<file path="config.mk">
export PLATFORM = sky130hd
export DESIGN_NAME = child_route_table_dedup
export DESIGN_NICKNAME = d
export VERILOG_FILES = /design/src/rtl/crtd_pkg.sv /design/src/rtl/crtd_cell.sv /design/src/rtl/child_route_table_dedup.sv
export SDC_FILE = /design/constraint.sdc
export NUM_CORES = 2
export LEC_CHECK = 0
export ABC_CLOCK_PERIOD_IN_PS = 5600
export BUFFER_PORTS_ARGS = -buffer_cell sky130_fd_sc_hd__buf_2
export CAP_MARGIN = 25
export CORE_ASPECT_RATIO = 1.4
export CORE_MARGIN = 1
export CORE_UTILIZATION = 55
export DETAILED_ROUTE_END_ITERATION = 10
export GPL_TIMING_DRIVEN = 0
export PLACE_DENSITY_LB_ADDON = 0.05
export REMOVE_ABC_BUFFERS = 1
export SYNTH_ARGS = -nofsm -noshare
export SYNTH_HDL_FRONTEND = slang
export SYNTH_HIERARCHICAL = 1
export SYNTH_SLANG_ARGS = --single-unit
</file>
<file path="constraint.sdc">
create_clock -name clk -period 5.6 [get_ports clk]
set_input_delay 0.84 -clock clk [delete_from_list [all_inputs] [get_ports clk]]
set_output_delay 0.84 -clock clk [all_outputs]
set_load 0.01 [all_outputs]
</file>
<file path="src/rtl/crtd_pkg.sv">
// ----------------------------------------------------------------------------
// crtd_pkg: shared types for the child route table
// Request token that travels along the cell chain, command codes and the
// sequencer states.
// ----------------------------------------------------------------------------
package crtd_pkg;

  localparam int unsigned ADDR_W  = 16;
  localparam int unsigned SEQ_W   = 8;
  localparam int unsigned TICKS_W = 16;
  localparam int unsigned OP_W    = 2;

  localparam logic [TICKS_W-1:0] TIMEOUT_RESET = TICKS_W'(60);

  // Commands carried by a token. The first four match the request opcodes.
  typedef enum logic [2:0] {
    CMD_OBSERVE = 3'd0,
    CMD_LOOKUP  = 3'd1,
    CMD_PURGE   = 3'd2,
    CMD_TICK    = 3'd3,
    CMD_INSERT  = 3'd4
  } cmd_t;

  typedef struct packed {
    cmd_t              cmd;
    logic [ADDR_W-1:0] target;
    logic [ADDR_W-1:0] from;
    logic [SEQ_W-1:0]  seq;
    logic              found;
    logic [ADDR_W-1:0] hop;
    logic              dup;
    logic              claimed;
  } tok_t;

  typedef enum logic [1:0] {
    ST_IDLE = 2'd0,
    ST_WALK = 2'd1,
    ST_HOLD = 2'd2
  } state_t;

endpackage

</file>
<file path="src/rtl/crtd_cell.sv">
// ----------------------------------------------------------------------------
// crtd_cell: one table slot in the chain
// Holds one entry, applies the passing token to it and hands the token to
// the next cell through its token register.
// ----------------------------------------------------------------------------
module crtd_cell
  import crtd_pkg::*;
(
  input  logic               clk,
  input  logic               rst_n,
  input  logic [TICKS_W-1:0] fresh_ticks,
  input  logic               tok_vld_i,
  input  tok_t               tok_i,
  output logic               tok_vld_o,
  output tok_t               tok_o
);

  logic               valid_r;
  logic [ADDR_W-1:0]  dest_r;
  logic [ADDR_W-1:0]  hop_r;
  logic [SEQ_W-1:0]   seq_r;
  logic [TICKS_W-1:0] ticks_r;
  logic               tok_vld_r;
  tok_t               tok_r;
  tok_t               tok_nxt;
  logic               match;

  assign match = valid_r && (dest_r == tok_i.target);

  always_comb begin
    tok_nxt = tok_i;
    case (tok_i.cmd)
      CMD_OBSERVE: begin
        if (match) begin
          tok_nxt.found = 1'b1;
          tok_nxt.dup   = (seq_r == tok_i.seq);
        end
      end
      CMD_LOOKUP: begin
        if (match) begin
          tok_nxt.found = 1'b1;
          tok_nxt.hop   = hop_r;
        end
      end
      CMD_PURGE: begin
        if (match) begin
          tok_nxt.found = 1'b1;
        end
      end
      CMD_INSERT: begin
        if (!valid_r) begin
          tok_nxt.claimed = 1'b1;
        end
      end
      default: begin
      end
    endcase
  end

  // Entry valid bit and token valid are control; the rest is payload.
  always_ff @(posedge clk) begin
    if (!rst_n) begin
      valid_r   <= 1'b0;
      tok_vld_r <= 1'b0;
    end else begin
      tok_vld_r <= tok_vld_i;
      if (tok_vld_i) begin
        case (tok_i.cmd)
          CMD_PURGE: begin
            if (match) begin
              valid_r <= 1'b0;
            end
          end
          CMD_TICK: begin
            if (valid_r && (ticks_r <= TICKS_W'(1))) begin
              valid_r <= 1'b0;
            end
          end
          CMD_INSERT: begin
            if (!valid_r && !tok_i.claimed) begin
              valid_r <= 1'b1;
            end
          end
          default: begin
          end
        endcase
      end
    end
  end

  always_ff @(posedge clk) begin
    tok_r <= tok_nxt;
    if (tok_vld_i) begin
      case (tok_i.cmd)
        CMD_OBSERVE: begin
          if (match && (seq_r != tok_i.seq)) begin
            hop_r   <= tok_i.from;
            seq_r   <= tok_i.seq;
            ticks_r <= fresh_ticks;
          end
        end
        CMD_TICK: begin
          if (valid_r && (ticks_r > TICKS_W'(1))) begin
            ticks_r <= ticks_r - TICKS_W'(1);
          end
        end
        CMD_INSERT: begin
          if (!valid_r && !tok_i.claimed) begin
            dest_r  <= tok_i.target;
            hop_r   <= tok_i.from;
            seq_r   <= tok_i.seq;
            ticks_r <= fresh_ticks;
          end
        end
        default: begin
        end
      endcase
    end
  end

  assign tok_vld_o = tok_vld_r;
  assign tok_o     = tok_r;

endmodule

</file>
<file path="src/rtl/child_route_table_dedup.sv">
// ----------------------------------------------------------------------------
// child_route_table_dedup: downstream route table with duplicate suppression
// A chain of slot cells; one request token walks the chain at a time.
// ----------------------------------------------------------------------------
// Usage:
//   in_*  : request channel (valid/ready). in_operation picks observe packet,
//           lookup next hop, purge destination or time tick.
//   out_* : one result per request (valid/ready), in request order.
//   cfg_* : write channel for timeout_ticks; always ready, write only when
//           the block is idle. A timeout of 0 acts as 1.
// Chain walk:
//   A request enters cell 0 at its accept edge, passes through every cell
//   in order and is captured off the chain tail; one token walks the chain
//   at a time, so the walk length sets the rate. An observe of an unknown
//   source walks the chain a second time to claim the lowest free slot.
//   The next request is taken once the result sits in the output register.
// Reset (rst_n low, synchronous): all entries invalid, timeout back to 60,
//   no request in flight, no result pending.
// Stall: while out_ready is low the result holds in the output register;
//   one more finished result may wait behind it, and in_ready stays low.
// ----------------------------------------------------------------------------
module child_route_table_dedup
  import crtd_pkg::*;
#(
  parameter int unsigned MAX_ENTRIES = 16
) (
  input  logic               clk,
  input  logic               rst_n,
  // request channel
  input  logic               in_valid,
  output logic               in_ready,
  input  logic [OP_W-1:0]    in_operation,
  input  logic [ADDR_W-1:0]  in_target_address,
  input  logic [ADDR_W-1:0]  in_from_address,
  input  logic [SEQ_W-1:0]   in_sequence_number,
  // result channel
  output logic               out_valid,
  input  logic               out_ready,
  output logic               out_found,
  output logic [ADDR_W-1:0]  out_next_hop,
  output logic               out_duplicate,
  output logic               out_created,
  output logic               out_table_full,
  // configuration write
  input  logic               cfg_valid,
  output logic               cfg_ready,
  input  logic [TICKS_W-1:0] cfg_timeout_ticks
);

  state_t             state_r, state_nxt;
  logic [TICKS_W-1:0] timeout_r;
  logic [TICKS_W-1:0] fresh_ticks;

  // chain wiring: stage 0 is the head input, stage MAX_ENTRIES the tail
  logic               chain_vld [0:MAX_ENTRIES];
  tok_t               chain_tok [0:MAX_ENTRIES];

  logic               reinject;
  logic               load_res;
  logic               load_out;
  tok_t               new_tok;
  tok_t               tail_tok;

  logic               res_found_r, res_dup_r, res_created_r, res_full_r;
  logic [ADDR_W-1:0]  res_hop_r;

  logic               out_valid_r;
  logic               out_found_r, out_dup_r, out_created_r, out_full_r;
  logic [ADDR_W-1:0]  out_hop_r;

  // Configuration register; a zero timeout behaves as one tick.
  assign cfg_ready   = 1'b1;
  assign fresh_ticks = (timeout_r == '0) ? TICKS_W'(1) : timeout_r;

  always_ff @(posedge clk) begin
    if (!rst_n) begin
      timeout_r <= TIMEOUT_RESET;
    end else if (cfg_valid && cfg_ready) begin
      timeout_r <= cfg_timeout_ticks;
    end
  end

  // Build the head token: a fresh request, or the insert pass that follows
  // an observe which found no entry.
  assign tail_tok = chain_tok[MAX_ENTRIES];

  always_comb begin
    new_tok = '0;
    if (reinject) begin
      new_tok.cmd    = CMD_INSERT;
      new_tok.target = tail_tok.target;
      new_tok.from   = tail_tok.from;
      new_tok.seq    = tail_tok.seq;
    end else begin
      new_tok.cmd    = cmd_t'({1'b0, in_operation});
      new_tok.target = in_target_address;
      new_tok.from   = in_from_address;
      new_tok.seq    = in_sequence_number;
    end
  end

  assign chain_vld[0] = (in_valid && in_ready) || reinject;
  assign chain_tok[0] = new_tok;

  for (genvar gi = 0; gi < MAX_ENTRIES; gi++) begin : g_cell
    crtd_cell u_cell (
      .clk         (clk),
      .rst_n       (rst_n),
      .fresh_ticks (fresh_ticks),
      .tok_vld_i   (chain_vld[gi]),
      .tok_i       (chain_tok[gi]),
      .tok_vld_o   (chain_vld[gi+1]),
      .tok_o       (chain_tok[gi+1])
    );
  end

  // Sequencer: idle, token on the chain, result waiting for the output slot.
  always_ff @(posedge clk) begin
    if (!rst_n) begin
      state_r <= ST_IDLE;
    end else begin
      state_r <= state_nxt;
    end
  end

  always_comb begin
    state_nxt = state_r;
    in_ready  = 1'b0;
    reinject  = 1'b0;
    load_res  = 1'b0;
    load_out  = 1'b0;
    case (state_r)
      ST_IDLE: begin
        in_ready = 1'b1;
        if (in_valid) begin
          state_nxt = ST_WALK;
        end
      end
      ST_WALK: begin
        if (chain_vld[MAX_ENTRIES]) begin
          if ((tail_tok.cmd == CMD_OBSERVE) && !tail_tok.found) begin
            // unknown source: walk again to claim the lowest free slot
            reinject = 1'b1;
          end else begin
            load_res  = 1'b1;
            state_nxt = ST_HOLD;
          end
        end
      end
      ST_HOLD: begin
        if (!out_valid_r || out_ready) begin
          load_out  = 1'b1;
          state_nxt = ST_IDLE;
        end
      end
      default: begin
        state_nxt = ST_IDLE;
      end
    endcase
  end

  // Capture the finished result from the chain tail.
  always_ff @(posedge clk) begin
    if (load_res) begin
      res_found_r   <= (tail_tok.cmd != CMD_INSERT) && tail_tok.found;
      res_hop_r     <= tail_tok.hop;
      res_dup_r     <= tail_tok.dup;
      res_created_r <= (tail_tok.cmd == CMD_INSERT) && tail_tok.claimed;
      res_full_r    <= (tail_tok.cmd == CMD_INSERT) && !tail_tok.claimed;
    end
  end

  // Output register: holds while the receiver stalls.
  always_ff @(posedge clk) begin
    if (!rst_n) begin
      out_valid_r <= 1'b0;
    end else if (load_out) begin
      out_valid_r <= 1'b1;
    end else if (out_ready) begin
      out_valid_r <= 1'b0;
    end
  end

  always_ff @(posedge clk) begin
    if (load_out) begin
      out_found_r   <= res_found_r;
      out_hop_r     <= res_hop_r;
      out_dup_r     <= res_dup_r;
      out_created_r <= res_created_r;
      out_full_r    <= res_full_r;
    end
  end

  assign out_valid      = out_valid_r;
  assign out_found      = out_found_r;
  assign out_next_hop   = out_hop_r;
  assign out_duplicate  = out_dup_r;
  assign out_created    = out_created_r;
  assign out_table_full = out_full_r;

endmodule

</file>
* Word-level counts from Yosys, hierarchy flattened
Index checks and enable logic that the tools add are counted.
** Operators by class
- Add/sub/neg operators :: 16
- $lt $le $gt $ge :: 32
- Eq/ne operators :: 200
- Multiplexer cells :: 365
- Bitwise gates (word level) :: 1
- Reductions and logical operators :: 270
** Operator list (count)
- $mux W16 :: 96
- $pmux W16 S3 :: 16
- $pmux W16 S2 :: 16
- $mux W17 :: 16
- $eq A16 B16 Y1 :: 16
- $gt A16 B1 Y1 const B :: 16
- $le A16 B1 Y1 const B :: 16
- $mux W8 :: 32
- $pmux W8 S2 :: 16
- $sub A16 B1 Y16 const B :: 16
- $ne A2 B1 Y1 const B :: 80
- $reduce_and A5 Y1 :: 31
- $mux W1 :: 135
- $eq A8 B8 Y1 :: 16
- $ne A8 B8 Y1 :: 16
- $eq A3 B2 Y1 const B :: 32
- $reduce_bool A3 Y1 :: 32
- $logic_and A1 B1 Y1 :: 84
- $reduce_and A4 Y1 :: 18
- $eq A3 B3 Y1 const B :: 17
- $logic_not A3 Y1 :: 17
- $eq A3 B1 Y1 const B :: 16
- $pmux W1 S3 :: 16
- $reduce_and A3 Y1 :: 16
- other kinds (16) :: 102
** Storage, ports and cells
- Flip-flop bits (word level) :: 1979
- Output and inout port bits :: 23
- Logic and storage cells :: 1121

* Depth between registers and ports, before layout
- Depth in word-level cells :: 11
- Depth in mapped cells :: 10

* Cells and area by module
The synthesis kept the hierarchy.
** By module, submodules not included
- crtd_cell at g_cell[10].u_cell ... :: instances 9, cells each 289, area each 4140.2 um^2, seq. area each 2962.8 um^2
- crtd_cell at g_cell[3].u_cell ... :: instances 6, cells each 288, area each 4129.0 um^2, seq. area each 2962.8 um^2
- crtd_cell at g_cell[0].u_cell :: instances 1, cells each 277, area each 4040.1 um^2, seq. area each 2962.8 um^2
- child_route_table_dedup :: instances 1, cells each 185, area each 2600.0 um^2, seq. area each 1581.5 um^2

* Worst setup path after synthesis
No wires, ideal clock.
- Path type :: reg2reg
- From :: register g_cell[15].u_cell.tok_r, in the netlist g_cell[15].u_cell/tok_o[18]
- To :: register g_cell[0].u_cell.hop_r[0], enable pin
- Setup time :: 380 ps
- Data arrival time :: 4084 ps
- Required time :: 5220 ps
- Slack :: 1136 ps
- Cell stages (with the launch flop) :: 9
- Clock period less this slack :: 4464 ps
- Path through :: dfxtp_1 -> or4_4 -> nor3_4 -> buf_6 -> nor2b_1 -> nor2_1 -> nand2_1 -> nor4_1 -> a21o_1
** RTL lines
- start, declared :: line crtd_cell.sv:24 : tok_t tok_r;
- start signal, assigned :: line crtd_cell.sv:92 : tok_r <= tok_nxt;
- end signal, assigned :: line crtd_cell.sv:97 : hop_r <= tok_i.from;
- end signal, assigned :: line crtd_cell.sv:110 : hop_r <= tok_i.from;
- end, declared :: line crtd_cell.sv:20 : logic [ADDR_W-1:0] hop_r;

==> impl_metrics.env <==
export IMPL_port_buffers=84
export IMPL_gp_congestion=0.813
export IMPL_fp_dieW_um=301
export IMPL_numCtsBuffers=177
export IMPL_grt_max_degree=69
export IMPL_ctsResizeCount=0
export IMPL_h_tree_depth=4
export IMPL_syn_inst=4791
export IMPL_postCtsHoldBufs=0
export IMPL_utilization_pct=62.8
export IMPL_cts_tree="built"
export IMPL_cts_sinks=1979
export IMPL_die_h_um=420
export IMPL_critical_path_required_ns=6.01
export IMPL_clk_path_buf_depth=3
export IMPL_path_class="flop to flop"
export IMPL_clk_latency_ns=0.81
export IMPL_cts_root_buf="clkbuf_16"
export IMPL_yosysMostFrequentCell="dfxtp_1"
export IMPL_synth_area_top_cells="edfxtp_1 (41%), dfxtp_1 (30%), xnor2_1 (3.6%), xor2_1 (3.4%), mux2_4 (3.3%)"
export IMPL_ys_seq_elements=1979
export IMPL_drive_above_1_share_pct=16.7
export IMPL_hold_violations=0
export IMPL_wire_per_inst_um=21.0
export IMPL_syn_area_per_cell_sq_um=14.3
export IMPL_worst_slew_pin_slew_ns=0.992
export IMPL_drt_iter0_markers=2026
export IMPL_dpl_hpwl_um=99400
export IMPL_synth_edf_count=936
export IMPL_worst_endpoint_arrival_ns=4.53
export IMPL_io_pins=86
export IMPL_cts_setup_buffers=0
export IMPL_critPathLaunchType="flop"
export IMPL_setup_viol=0
export IMPL_maxCapViolCount=0
export IMPL_synth_common_cells="dfxtp_1 (1043), edfxtp_1 (936), nand2_1 (397)"
export IMPL_synth_cell_types=52
export IMPL_path_clk_slew_ns=0.06
export IMPL_grt_setup_unrepaired="false"
export IMPL_rows=153
export IMPL_core_sq_um=124000
export IMPL_start_util_pct=55.4
export IMPL_p_leak_nw=28.2
export IMPL_antenna_found_initial=4
export IMPL_final_net_count=5118
export IMPL_synth_ff_type="dfxtp_1"
export IMPL_post_place_ws_ns=1.47
export IMPL_dr_pass1_iters=6
export IMPL_fin_crit_ns=4.12
export IMPL_grt_pass1_wl_um=214000
export IMPL_grt_overflow=0
export IMPL_report_final_slew_viol_count=0
export IMPL_slew_headroom_pct=33.8
export IMPL_yosysTopAreaCellShare_pct=40.9
export IMPL_power_density_nw_per_um2=372
export IMPL_post_route_period_util_pct=73.5
export IMPL_vias_per_cell=5.24
export IMPL_max_freq_mhz=243
export IMPL_gr_usage_all_layers_pct=22.9
export IMPL_layout_setup_ws_ns=1.48
export IMPL_wirelength_um=143000
export IMPL_critPathCaptureType="flop"
export IMPL_synthToLayoutAreaGrowth_pct=13.3
export IMPL_ys_warn_count=6
export IMPL_status="finished clean"
export IMPL_p_total_mw=28.9
export IMPL_synth_area_leader_cell="edfxtp_1"
export IMPL_grt_pass1_vias=35581
export IMPL_critPathMaxFanout=18
export IMPL_ant_nets=0
export IMPL_dieArea_sq_um=126000
export IMPL_hold_class="primary input to flop"
export IMPL_fin_skew_ns=0.0287
export IMPL_remaining_drc_errors=0
export IMPL_postPlaceCellArea_sq_um=71800
export IMPL_fin_area_sq_um=77800
export IMPL_synthArstFlopShare_pct=0
export IMPL_ir_drop_mv=0.366
export IMPL_num_vias=35641
export IMPL_seq_area_frac_synth_pct=71.3
export IMPL_synth_cell_area_sq_um=68700
-- path summary, 6_finish.rpt --
check | from | endpoint | slack, ns | depth (start not counted)
setup reg to reg | g_cell[15].u_cell/tok_o[18]$_DFF_P_ | g_cell[0].u_cell/ticks_r[4]$_DFFE_PP_ | 1.48 | 10
hold / removal | cfg_timeout_ticks[4] | timeout_r[4]$_SDFFE_PN1P_ | 0.27 | 3
hold reg to reg | g_cell[9].u_cell/tok_o[34]$_DFF_P_ | g_cell[10].u_cell/tok_o[34]$_DFF_P_ | 0.33 | 0
setup / recovery | g_cell[15].u_cell/tok_o[18]$_DFF_P_ | g_cell[0].u_cell/ticks_r[4]$_DFFE_PP_ | 1.48 | 10
-- cell families after synthesis --
kind of cell	Yosys count	share of synthesized area, %
buf+inv	243	1.91
other cells	2	0.0109
compound gates	482	4.06
flops	1979	71.3
fa+ha+maj	32	0.583
xor+xnor	547	6.98
mux	328	6.14
simple gates	1178	8.99
-- per-layer routing --
layer	vias to the layer above	share of wire [%]	track usage [%]
met1	17437	39	25.5
met4	0	2.9	8.04
met2	547	56	43.7
li1	17442	-	-
met3	215	2.9	3.26
met5	-	0	0
-- cell usage in the layout, fill, tap and decap left out, types with 17 or more instances in the layout --
master,count
a21o_1,18
a21oi_1,49
and2_1,17
buf_2,83
buf_6,19
buf_8,23
clkbuf_1,39
clkbuf_16,185
clkbuf_8,29
clkinv_2,32
conb_1,23
dfxtp_1,1040
edfxtp_1,936
ha_1,32
inv_1,125
mux2_2,147
mux2_4,150
mux2i_1,31
nand2_1,397
nand2b_1,63
nand3_1,38
nand3b_1,25
nand4_1,50
nor2_1,156
nor2b_1,57
nor3_1,105
nor3b_1,26
nor4_1,104
o21ai_0,301
or2_2,30
or4_4,31
xnor2_1,284
xor2_1,263
-- worst max-delay path: stages (launching register included) --
cell,delay (ns)
dfxtp_1,0.32
or4_4,0.57
nor3_4,0.28
buf_16,0.20
buf_8,0.20
mux2_2,0.39
xor2_1,0.16
nor4_1,0.33
nand4_1,0.24
nor2_1,0.29
a211o_1,0.73
-- final cells by class --
class / count / area, sq um
sequential: 1979 / 49000
clock inverter: 78 / 861
antenna: 2 / 5.00
multi-input combinational: 2590 / 18700
fill: 9413 / 46200
timing repair buffer: 150 / 1560
tap: 1627 / 2040
clock buffer: 253 / 5170
inverter: 125 / 469
-- through the flow --
step           hold WS, ns  std cells  TNS, ns
2_1_floorplan        0.327       4694        0
3_3_place_gp         0.329       6405  -128.30
3_5_place_dp         0.333       6471        0
4_1_cts              0.202       6802        0
5_1_grt              0.234       6802        0
6_report             0.266       6804        0
-- state kept, by name, indices dropped and copies added (netlist names) --
register,cells
g_cell.u_cell/dest_r,256
g_cell.u_cell/hop_r,256
g_cell.u_cell/seq_r,128
g_cell.u_cell/ticks_r,256
g_cell.u_cell/tok_o,992
g_cell.u_cell/tok_vld_o,16
g_cell.u_cell/valid_r,16
out_created,1
out_duplicate,1
out_found,1
out_next_hop,16
out_table_full,1
out_valid,1
res_created_r,1
res_dup_r,1
res_found_r,1
res_full_r,1
res_hop_r,16
state_r,2
timeout_r,16
-- power by group --
part	internal, mW	switching, mW	leakage (nW)
sequential	15.5	0.366	17.2
clock	7.12	5.28	2.98
combinational	0.332	0.310	7.96
Note: power is estimated with default switching activity, not from simulation.
